### src/rtl/scsf_pkg.sv
// Package for the source comment and space filter.
// Holds the shared constants, the comment mode encoding and the transfer plan type.
// Depends on nothing; every other file in rtl but scsf_ram imports it.
package scsf_pkg;

    localparam int PENDING_DEPTH = 32;
    localparam int PEND_AW       = $clog2(PENDING_DEPTH);
    localparam int CNT_W         = $clog2(PENDING_DEPTH + 1);

    localparam logic [7:0] CH_SLASH = 8'h2F;
    localparam logic [7:0] CH_STAR  = 8'h2A;
    localparam logic [7:0] CH_LF    = 8'h0A;
    localparam logic [7:0] CH_SPACE = 8'h20;
    localparam logic [7:0] CH_TAB   = 8'h09;
    localparam logic [7:0] CH_CR    = 8'h0D;

    typedef logic [1:0] ws_code_t;

    localparam ws_code_t WS_SPACE = 2'd0;
    localparam ws_code_t WS_TAB   = 2'd1;
    localparam ws_code_t WS_CR    = 2'd2;

    typedef enum logic [4:0] {
        MODE_NORMAL = 5'b00001,
        MODE_SLASH  = 5'b00010,
        MODE_LINE   = 5'b00100,
        MODE_BLOCK  = 5'b01000,
        MODE_STAR   = 5'b10000
    } mode_t;

    typedef struct packed {
        logic       valid;
        logic       has;
        logic [7:0] data;
    } tail_t;

    typedef struct packed {
        logic [CNT_W-1:0] flush_cnt;
        tail_t            t0;
        tail_t            t1;
        logic             done;
        logic             trunc;
    } plan_t;

    function automatic logic [7:0] ws_char(input ws_code_t code);
        logic [7:0] ch;
        case (code)
            WS_TAB:  ch = CH_TAB;
            WS_CR:   ch = CH_CR;
            default: ch = CH_SPACE;
        endcase
        return ch;
    endfunction

endpackage

### src/rtl/source_comment_and_space_filter_unit.sv
// Source comment and space filter: strips // and /* */ comments from a byte stream,
// trims and collapses whitespace per line and drops empty lines.
// Depends on scsf_pkg, scsf_ram, scsf_ctrl and scsf_emit.
//
// A byte that produces no output leaves the emitter idle, so such bytes stream at one
// per cycle while no result is pending. A byte that produces output blocks new input
// until its last result has entered the output register; whitespace held back inside
// a line is replayed from the pending RAM at one entry per cycle while the output is
// free, which bounds a burst at 34 results. The input accepts the next transfer while
// the final result still waits in the output register. Whitespace beyond 32 pending
// entries is dropped and marked on run_truncated until the end of the text.
module source_comment_and_space_filter_unit (
    input  logic       clk,
    input  logic       rst_n,
    input  logic       s_tvalid,
    output logic       s_tready,
    input  logic [7:0] s_tdata,   // in_byte
    input  logic       s_tlast,   // end_of_text
    output logic       m_tvalid,
    input  logic       m_tready,
    output logic [7:0] m_tdata,   // out_byte
    output logic       m_tlast,   // last
    output logic [2:0] m_tuser    // has_byte, done_res, run_truncated
);
    import scsf_pkg::*;

    logic               accept;
    logic               ready;
    plan_t              plan;
    logic               wr_en;
    logic [PEND_AW-1:0] wr_addr;
    ws_code_t           wr_data;
    logic               rd_en;
    logic [PEND_AW-1:0] rd_addr;
    ws_code_t           rd_data;

    assign s_tready = ready;
    assign accept   = s_tvalid && ready;

    scsf_ram #(
        .WIDTH ($bits(ws_code_t)),
        .DEPTH (PENDING_DEPTH)
    ) u_pend_ram (
        .clk     (clk),
        .wr_en   (wr_en),
        .wr_addr (wr_addr),
        .wr_data (wr_data),
        .rd_en   (rd_en),
        .rd_addr (rd_addr),
        .rd_data (rd_data)
    );

    scsf_ctrl u_ctrl (
        .clk         (clk),
        .rst_n       (rst_n),
        .accept      (accept),
        .in_byte     (s_tdata),
        .end_of_text (s_tlast),
        .plan        (plan),
        .wr_en       (wr_en),
        .wr_addr     (wr_addr),
        .wr_data     (wr_data)
    );

    scsf_emit u_emit (
        .clk      (clk),
        .rst_n    (rst_n),
        .accept   (accept),
        .plan     (plan),
        .ready    (ready),
        .rd_en    (rd_en),
        .rd_addr  (rd_addr),
        .rd_data  (rd_data),
        .m_tvalid (m_tvalid),
        .m_tready (m_tready),
        .m_tdata  (m_tdata),
        .m_tlast  (m_tlast),
        .m_tuser  (m_tuser)
    );

endmodule

### src/rtl/scsf_ram.sv
// Generic single-write, single-read RAM with a registered read port.
// A read and a write of the same address in one cycle return the old data.
// Depends on nothing.
module scsf_ram #(
    parameter int WIDTH = 2,
    parameter int DEPTH = 32
) (
    input  logic                     clk,
    input  logic                     wr_en,
    input  logic [$clog2(DEPTH)-1:0] wr_addr,
    input  logic [WIDTH-1:0]         wr_data,
    input  logic                     rd_en,
    input  logic [$clog2(DEPTH)-1:0] rd_addr,
    output logic [WIDTH-1:0]         rd_data
);

    logic [WIDTH-1:0] mem [DEPTH];

    always_ff @(posedge clk)
    begin
        if (wr_en)
        begin
            mem[wr_addr] <= wr_data;
        end
        if (rd_en)
        begin
            rd_data <= mem[rd_addr];
        end
    end

endmodule

### src/rtl/scsf_ctrl.sv
// Line and comment tracker: decodes each accepted byte against the comment mode,
// pushes whitespace into the pending RAM and hands the emitter a transfer plan.
// Depends on scsf_pkg.
module scsf_ctrl (
    input  logic                          clk,
    input  logic                          rst_n,
    input  logic                          accept,
    input  logic [7:0]                    in_byte,
    input  logic                          end_of_text,
    output scsf_pkg::plan_t               plan,
    output logic                          wr_en,
    output logic [scsf_pkg::PEND_AW-1:0]  wr_addr,
    output scsf_pkg::ws_code_t            wr_data
);
    import scsf_pkg::*;

    mode_t            mode_reg, mode_next;
    logic             lhc_reg, lhc_next;
    logic [CNT_W-1:0] cnt_reg, cnt_next;
    logic             lsp_reg, lsp_next;
    logic             trunc_reg, trunc_next;

    logic             slash_emit;
    logic             lhc_e;
    logic [CNT_W-1:0] cnt_e;
    mode_t            mode_e;
    logic             line_end;
    logic             is_ws;
    ws_code_t         code;
    logic             push_en;

    always_comb
    begin
        slash_emit = (mode_reg == MODE_SLASH) &&
                     (end_of_text || (in_byte != CH_SLASH && in_byte != CH_STAR));
        lhc_e      = slash_emit | lhc_reg;
        cnt_e      = slash_emit ? '0 : cnt_reg;
        mode_e     = slash_emit ? MODE_NORMAL : mode_reg;
        line_end   = 1'b0;
        push_en    = 1'b0;
        is_ws      = (in_byte == CH_SPACE) || (in_byte == CH_TAB) || (in_byte == CH_CR);
        code       = (in_byte == CH_TAB) ? WS_TAB : ((in_byte == CH_CR) ? WS_CR : WS_SPACE);

        mode_next  = mode_reg;
        lhc_next   = lhc_reg;
        cnt_next   = cnt_reg;
        lsp_next   = lsp_reg;
        trunc_next = trunc_reg;

        plan       = '0;
        plan.trunc = trunc_reg;

        if (slash_emit)
        begin
            plan.flush_cnt = cnt_reg;
            plan.t0        = '{valid: 1'b1, has: 1'b1, data: CH_SLASH};
        end

        if (end_of_text)
        begin
            plan.done = 1'b1;
            if (lhc_e)
            begin
                plan.t1 = '{valid: 1'b1, has: 1'b1, data: CH_LF};
            end
            else
            begin
                plan.t1 = '{valid: 1'b1, has: 1'b0, data: 8'h00};
            end
            mode_next  = MODE_NORMAL;
            lhc_next   = 1'b0;
            cnt_next   = '0;
            lsp_next   = 1'b0;
            trunc_next = 1'b0;
        end
        else if (mode_reg == MODE_SLASH && in_byte == CH_SLASH)
        begin
            mode_next = MODE_LINE;
        end
        else if (mode_reg == MODE_SLASH && in_byte == CH_STAR)
        begin
            mode_next = MODE_BLOCK;
        end
        else
        begin
            mode_next = mode_e;
            lhc_next  = lhc_e;
            cnt_next  = cnt_e;
            unique case (mode_e)
                MODE_NORMAL:
                begin
                    if (in_byte == CH_LF)
                    begin
                        line_end = 1'b1;
                    end
                    else if (in_byte == CH_SLASH)
                    begin
                        mode_next = MODE_SLASH;
                    end
                    else if (is_ws)
                    begin
                        if (lhc_e && !(code == WS_SPACE && cnt_e != '0 && lsp_reg))
                        begin
                            if (cnt_e >= CNT_W'(PENDING_DEPTH))
                            begin
                                trunc_next = 1'b1;
                            end
                            else
                            begin
                                push_en  = 1'b1;
                                cnt_next = cnt_e + 1'b1;
                                lsp_next = (code == WS_SPACE);
                            end
                        end
                    end
                    else
                    begin
                        plan.flush_cnt = cnt_reg;
                        plan.t1        = '{valid: 1'b1, has: 1'b1, data: in_byte};
                        lhc_next       = 1'b1;
                        cnt_next       = '0;
                    end
                end
                MODE_LINE:
                begin
                    if (in_byte == CH_LF)
                    begin
                        line_end  = 1'b1;
                        mode_next = MODE_NORMAL;
                    end
                end
                MODE_BLOCK:
                begin
                    if (in_byte == CH_STAR)
                    begin
                        mode_next = MODE_STAR;
                    end
                    else if (in_byte == CH_LF)
                    begin
                        line_end = 1'b1;
                    end
                end
                MODE_STAR:
                begin
                    if (in_byte == CH_SLASH)
                    begin
                        mode_next = MODE_NORMAL;
                    end
                    else if (in_byte != CH_STAR)
                    begin
                        mode_next = MODE_BLOCK;
                        line_end  = (in_byte == CH_LF);
                    end
                end
                default:
                begin
                    mode_next = MODE_NORMAL;
                end
            endcase

            if (line_end)
            begin
                cnt_next = '0;
                lhc_next = 1'b0;
                if (lhc_e)
                begin
                    plan.t1 = '{valid: 1'b1, has: 1'b1, data: CH_LF};
                end
            end
        end

        wr_en   = accept && push_en;
        wr_addr = cnt_e[PEND_AW-1:0];
        wr_data = code;
    end

    always_ff @(posedge clk or negedge rst_n)
    begin
        if (!rst_n)
        begin
            mode_reg  <= MODE_NORMAL;
            lhc_reg   <= 1'b0;
            cnt_reg   <= '0;
            lsp_reg   <= 1'b0;
            trunc_reg <= 1'b0;
        end
        else if (accept)
        begin
            mode_reg  <= mode_next;
            lhc_reg   <= lhc_next;
            cnt_reg   <= cnt_next;
            lsp_reg   <= lsp_next;
            trunc_reg <= trunc_next;
        end
    end

endmodule

### src/rtl/scsf_emit.sv
// Result emitter: replays the pending whitespace from the RAM one entry per cycle,
// then the held slash and the closing byte, into the output register while it is free.
// Depends on scsf_pkg.
module scsf_emit (
    input  logic                          clk,
    input  logic                          rst_n,
    input  logic                          accept,
    input  scsf_pkg::plan_t               plan,
    output logic                          ready,
    output logic                          rd_en,
    output logic [scsf_pkg::PEND_AW-1:0]  rd_addr,
    input  scsf_pkg::ws_code_t            rd_data,
    output logic                          m_tvalid,
    input  logic                          m_tready,
    output logic [7:0]                    m_tdata,   // out_byte
    output logic                          m_tlast,   // last
    output logic [2:0]                    m_tuser    // has_byte, done_res, run_truncated
);
    import scsf_pkg::*;

    typedef enum logic [2:0] {
        E_IDLE  = 3'b001,
        E_FLUSH = 3'b010,
        E_TAIL  = 3'b100
    } emit_state_t;

    emit_state_t        state_reg, state_next;
    logic [PEND_AW-1:0] ptr_reg, ptr_next;
    logic [CNT_W-1:0]   cnt_reg, cnt_next;
    tail_t              t0_reg, t0_next;
    tail_t              t1_reg, t1_next;
    logic               done_reg, done_next;
    logic               trunc_reg, trunc_next;

    logic               mv_reg, mv_next;
    logic [7:0]         mdata_reg, mdata_next;
    logic               mlast_reg, mlast_next;
    logic [2:0]         muser_reg, muser_next;

    logic               out_free;
    logic               last_entry;
    logic               fin;
    tail_t              sel;

    always_comb
    begin
        out_free   = !mv_reg || m_tready;
        last_entry = ((CNT_W'(ptr_reg) + 1'b1) == cnt_reg);
        fin        = 1'b0;
        sel        = t0_reg.valid ? t0_reg : t1_reg;

        state_next = state_reg;
        ptr_next   = ptr_reg;
        cnt_next   = cnt_reg;
        t0_next    = t0_reg;
        t1_next    = t1_reg;
        done_next  = done_reg;
        trunc_next = trunc_reg;

        mv_next    = mv_reg && !m_tready;
        mdata_next = mdata_reg;
        mlast_next = mlast_reg;
        muser_next = muser_reg;

        rd_en      = 1'b0;
        rd_addr    = ptr_reg + 1'b1;

        unique case (state_reg)
            E_IDLE:
            begin
                if (accept)
                begin
                    rd_en      = 1'b1;
                    rd_addr    = '0;
                    ptr_next   = '0;
                    cnt_next   = plan.flush_cnt;
                    t0_next    = plan.t0;
                    t1_next    = plan.t1;
                    done_next  = plan.done;
                    trunc_next = plan.trunc;
                    if (plan.flush_cnt != '0)
                    begin
                        state_next = E_FLUSH;
                    end
                    else if (plan.t0.valid || plan.t1.valid)
                    begin
                        state_next = E_TAIL;
                    end
                end
            end
            E_FLUSH:
            begin
                if (out_free)
                begin
                    fin        = last_entry && !t0_reg.valid && !t1_reg.valid;
                    mv_next    = 1'b1;
                    mdata_next = ws_char(rd_data);
                    mlast_next = fin;
                    muser_next = {trunc_reg, done_reg && fin, 1'b1};
                    if (last_entry)
                    begin
                        state_next = fin ? E_IDLE : E_TAIL;
                    end
                    else
                    begin
                        rd_en    = 1'b1;
                        ptr_next = ptr_reg + 1'b1;
                    end
                end
            end
            E_TAIL:
            begin
                if (out_free)
                begin
                    fin        = !(t0_reg.valid && t1_reg.valid);
                    mv_next    = 1'b1;
                    mdata_next = sel.data;
                    mlast_next = fin;
                    muser_next = {trunc_reg, done_reg && fin, sel.has};
                    if (t0_reg.valid)
                    begin
                        t0_next.valid = 1'b0;
                    end
                    else
                    begin
                        t1_next.valid = 1'b0;
                    end
                    if (fin)
                    begin
                        state_next = E_IDLE;
                    end
                end
            end
            default:
            begin
                state_next = E_IDLE;
            end
        endcase
    end

    always_ff @(posedge clk or negedge rst_n)
    begin
        if (!rst_n)
        begin
            state_reg <= E_IDLE;
            mv_reg    <= 1'b0;
        end
        else
        begin
            state_reg <= state_next;
            mv_reg    <= mv_next;
        end
    end

    always_ff @(posedge clk)
    begin
        ptr_reg   <= ptr_next;
        cnt_reg   <= cnt_next;
        t0_reg    <= t0_next;
        t1_reg    <= t1_next;
        done_reg  <= done_next;
        trunc_reg <= trunc_next;
        mdata_reg <= mdata_next;
        mlast_reg <= mlast_next;
        muser_reg <= muser_next;
    end

    assign ready    = (state_reg == E_IDLE);
    assign m_tvalid = mv_reg;
    assign m_tdata  = mdata_reg;
    assign m_tlast  = mlast_reg;
    assign m_tuser  = muser_reg;

endmodule

### config.mk
export PLATFORM = sky130hd
export DESIGN_NAME = source_comment_and_space_filter_unit
export DESIGN_NICKNAME = d
export VERILOG_FILES = /design/src/rtl/scsf_pkg.sv /design/src/rtl/source_comment_and_space_filter_unit.sv /design/src/rtl/scsf_ram.sv /design/src/rtl/scsf_ctrl.sv /design/src/rtl/scsf_emit.sv
export SDC_FILE = /design/constraint.sdc
export NUM_CORES = 1
export LEC_CHECK = 0
export BUFFER_PORTS_ARGS = -buffer_cell sky130_fd_sc_hd__buf_2
export CORE_AREA = 2 2 121 123
export DETAILED_ROUTE_END_ITERATION = 16
export DIE_AREA = 0 0 123 125
export HOLD_SLACK_MARGIN = 0.08
export PLACE_DENSITY = 0.6
export SETUP_SLACK_MARGIN = 0.1
export SLEW_MARGIN = 30
export SYNTH_ARGS = -nofsm -noshare
export SYNTH_HDL_FRONTEND = slang
export SYNTH_SLANG_ARGS = --single-unit
### constraint.sdc
create_clock -name clk -period 8.78 [get_ports clk]
set_input_delay 0.439 -clock clk [delete_from_list [all_inputs] [get_ports clk]]
set_output_delay 0.439 -clock clk [all_outputs]
set_load 0.01 [all_outputs]
==> results.cfg <==
[place]
dp_worst_setup_slack_ps = 4870
globalplace.congestion = 0.871
port_buffers = 26
hpwl_mm = 9.96

[critical_path]
startpoint = u_ctrl.mode_reg[4]
cp-start-kind = flip-flop
worstSetupPathType = reg2reg
r2r-end = u_pend_ram.mem[26][1]
crit_path_max_fanout = 8
critPathCapture = u_pend_ram.mem[26][1]
endpoint_kind = flip-flop
r2r_slack_ps = 4920
timing.critical_path.required_ps = 8850
reg2reg_depth = 11
cp.arrival_ps = 3930
r2r_start = u_ctrl.mode_reg[4]

[clock_network]
cts.path.max_buffers = 2
cts_hold_buf = 1
post_cts_buffers = 0
cts_buffers = 17
clock-sinks = 121
clk_pin_slew_ps = 50
htree_levels = 4
cts-resized-gates = 0
clock_latency_ps = 420
tritoncts = built
cts_root_buf = clkbuf_16

[die]
die_area_um2 = 15400
die_y_um = 125
boundaryPins = 27
start_util_pct = 43.8
dieWidth_um = 123
row_count = 44
core-area_um2 = 14200

[grt]
grt_pass1_wl_mm = 23.9
grt_pass1_vias = 4356
grt_use_total_pct = 20.4
grt-ovfl-total = 0
grt_max_degree = 33
antenna_found_initial = 0

[sta]
hold_slack_ps = 361
slew_violations = 0
finalSetupTns_ps = 0
fin_skew_ps = 7.33
min_period_ps = 3860
relSlewSlack_pct = 43.3
worstMarginPinSlew_ps = 843
max_freq_mhz = 259
rsz0062_at_grt = no
min_period_over_period_pct = 44.0
setup_viol = 0
worst_slack_ps = 4920
finalHoldViolations = 0

[status]
status = complete, no violations

[drt]
wirelength_mm = 14.7
drtPass1Iterations = 6
wl_per_cell_um = 19.7
vias = 4444
ant_nets = 0
drtIter0Drc = 475
viasPerCell = 5.95
drc = 0

[synth]
synth_ff_type = edfxtp_1
syn_nets = 547
ys_types = 82
netlist_area_um2 = 6220
synth_area_leaders = edfxtp_1 (50%), dfrtp_1 (6.4%), nor2_1 (2.8%)
postSynth.asyncResetShare_pct = 14.9
avgSynthCellArea_um2 = 11.8
synth_edf_count = 103
synth_largest_area_cell = edfxtp_1
synthCells = 528
synth_top_area_share_pct = 49.7
ys_warn_count = 0
synth_seq_area_share_pct = 57.0
synth-seq-cells = 121

[finish]
n_antenna_cell = 0
largest_reg_flops = 64
utilization_pct = 50.0
nets = 571
area_delta_synth_final_pct = 14.2
fill_cells = 1269
drive_gt1_share_pct = 17.6

[pwr]
p_comb_share_pct = 26.3
intPower_uw = 1370
ir_drop_mv = 0.127
p_leak_uw = 0.00241
p_per_area_nw_per_um2 = 282
seqPwrFrac_pct = 37.8
p_clk_share_pct = 35.9
switching_power_uw = 630
swShare_pct = 31.5
finalPower_uw = 2000

[hold_path]
hp-class = in2reg

[flow_run]
maxCapViolCount = 0
## metal layers
metal	up-vias	wire [um]	share of wire [%]	GRT usage [%]
met2	160	6930	47	30.5
met4	0	180	1.2	6.35
met1	2184	6790	46	29.1
met5	-	0	0	0
met3	20	838	5.7	5.34
li1	2080	-	-	-
## worst max-delay path: stages (launching register included)
cell and delay (ps):
dfrtp_1 440, nor2_1 220, and3_1 370, nand2b_2 150, and2_1 230, inv_1 130
ha_1 240, nand2_1 110, a311oi_2 450, or2_1 440, nand4_2 310, nor4_1 420
## Yosys cell counts (4+ instances only)
| library cell | number |
|---|---|
| xnor2_1 | 7 |
| a311oi_1 | 5 |
| buf_2 | 6 |
| o31ai_1 | 5 |
| nor3b_1 | 5 |
| a211o_1 | 4 |
| a21boi_0 | 4 |
| inv_1 | 17 |
| o22ai_1 | 7 |
| or3_1 | 4 |
| a21o_1 | 6 |
| nor2_1 | 47 |
| dfrtp_1 | 16 |
| o21ai_0 | 20 |
| xor2_1 | 4 |
| nand3_1 | 18 |
| a21oi_1 | 11 |
| nor3_1 | 21 |
| mux2i_1 | 10 |
| nand2_1 | 32 |
| ha_1 | 6 |
| a211oi_1 | 6 |
| clkbuf_1 | 15 |
| and3_1 | 6 |
| mux4_2 | 4 |
| a31oi_1 | 10 |
| edfxtp_1 | 103 |
| nor2b_1 | 6 |
| and2_1 | 9 |
| nor4_1 | 15 |
| nand2b_1 | 13 |
## through the flow
stage	instances	instance area [um2]
finish	747	7100
detailed placement	716	6480
global route	747	7100
CTS	747	7100
floorplan	528	6220
global placement	716	6480
## cells by family after synthesis
kind of cell / share of synthesized area, %
xor gates and xnor gates: 1.55
AOI/OAI and AO/OA: 14.4
DFF: 57.0
muxes: 3.42
adders and majority gates: 1.21
buffers and inverters: 3.50
and+or+nand+nor: 18.9
## cell type report
| type | count | area [um2] | area share [%] |
|---|---|---|---|
| multi-input combinational | 360 | 2460 | 34.7 |
| clock buffer | 18 | 429 | 6.04 |
| tap | 184 | 230 | 3.24 |
| sequential | 121 | 3550 | 49.9 |
| timing repair buffer | 33 | 185 | 2.61 |
| inverter | 19 | 71.3 | 1.00 |
| clock inverter | 12 | 178 | 2.50 |
## power groups by stage
stage               clock, uW  combinational (uW)  sequential, uW
global placement            0                 512             766
global route              757                 575             764
CTS                       727                 521             756
detailed placement          0                 517             767
finish                    718                 526             757
floorplan                   0                 380             759
## worst min path at each step
stage                               endpoint       start  cells after the start
after floorplan            u_ctrl.cnt_reg[0]       rst_n                      0
after global placement    u_ctrl.mode_reg[3]       rst_n                      1
after detailed placement  u_ctrl.mode_reg[3]       rst_n                      1
after CTS                   u_emit.t1_reg[7]  s_tdata[7]                      2
after global routing        u_emit.t1_reg[7]  s_tdata[7]                      2
final                       u_emit.t1_reg[7]  s_tdata[7]                      2
## cells in the final DEF (no fill, tap or decap), types with 5 or more instances in the layout
master     Yosys  final
and2_1         9      9
inv_1         17     17
dfrtp_1       16     16
nor2b_1        6      6
a311oi_1       5      5
o21ai_0       20     20
nor4_1        15     15
mux2i_1       10     10
a21oi_1       11     10
ha_1           6      6
edfxtp_1     103    103
nor2_1        47     47
a31oi_1       10     10
clkbuf_16      0     17
nor3b_1        5      5
o22ai_1        7      7
xnor2_1        7      7
and3_1         6      5
nand2b_1      13     13
nand3_1       18     18
buf_4          3      6
a211oi_1       6      6
nor3_1        21     21
buf_2          6     26
a21o_1         6      6
o31ai_1        5      5
nand2_1       32     32
Note: power is estimated with default switching activity, not from simulation.
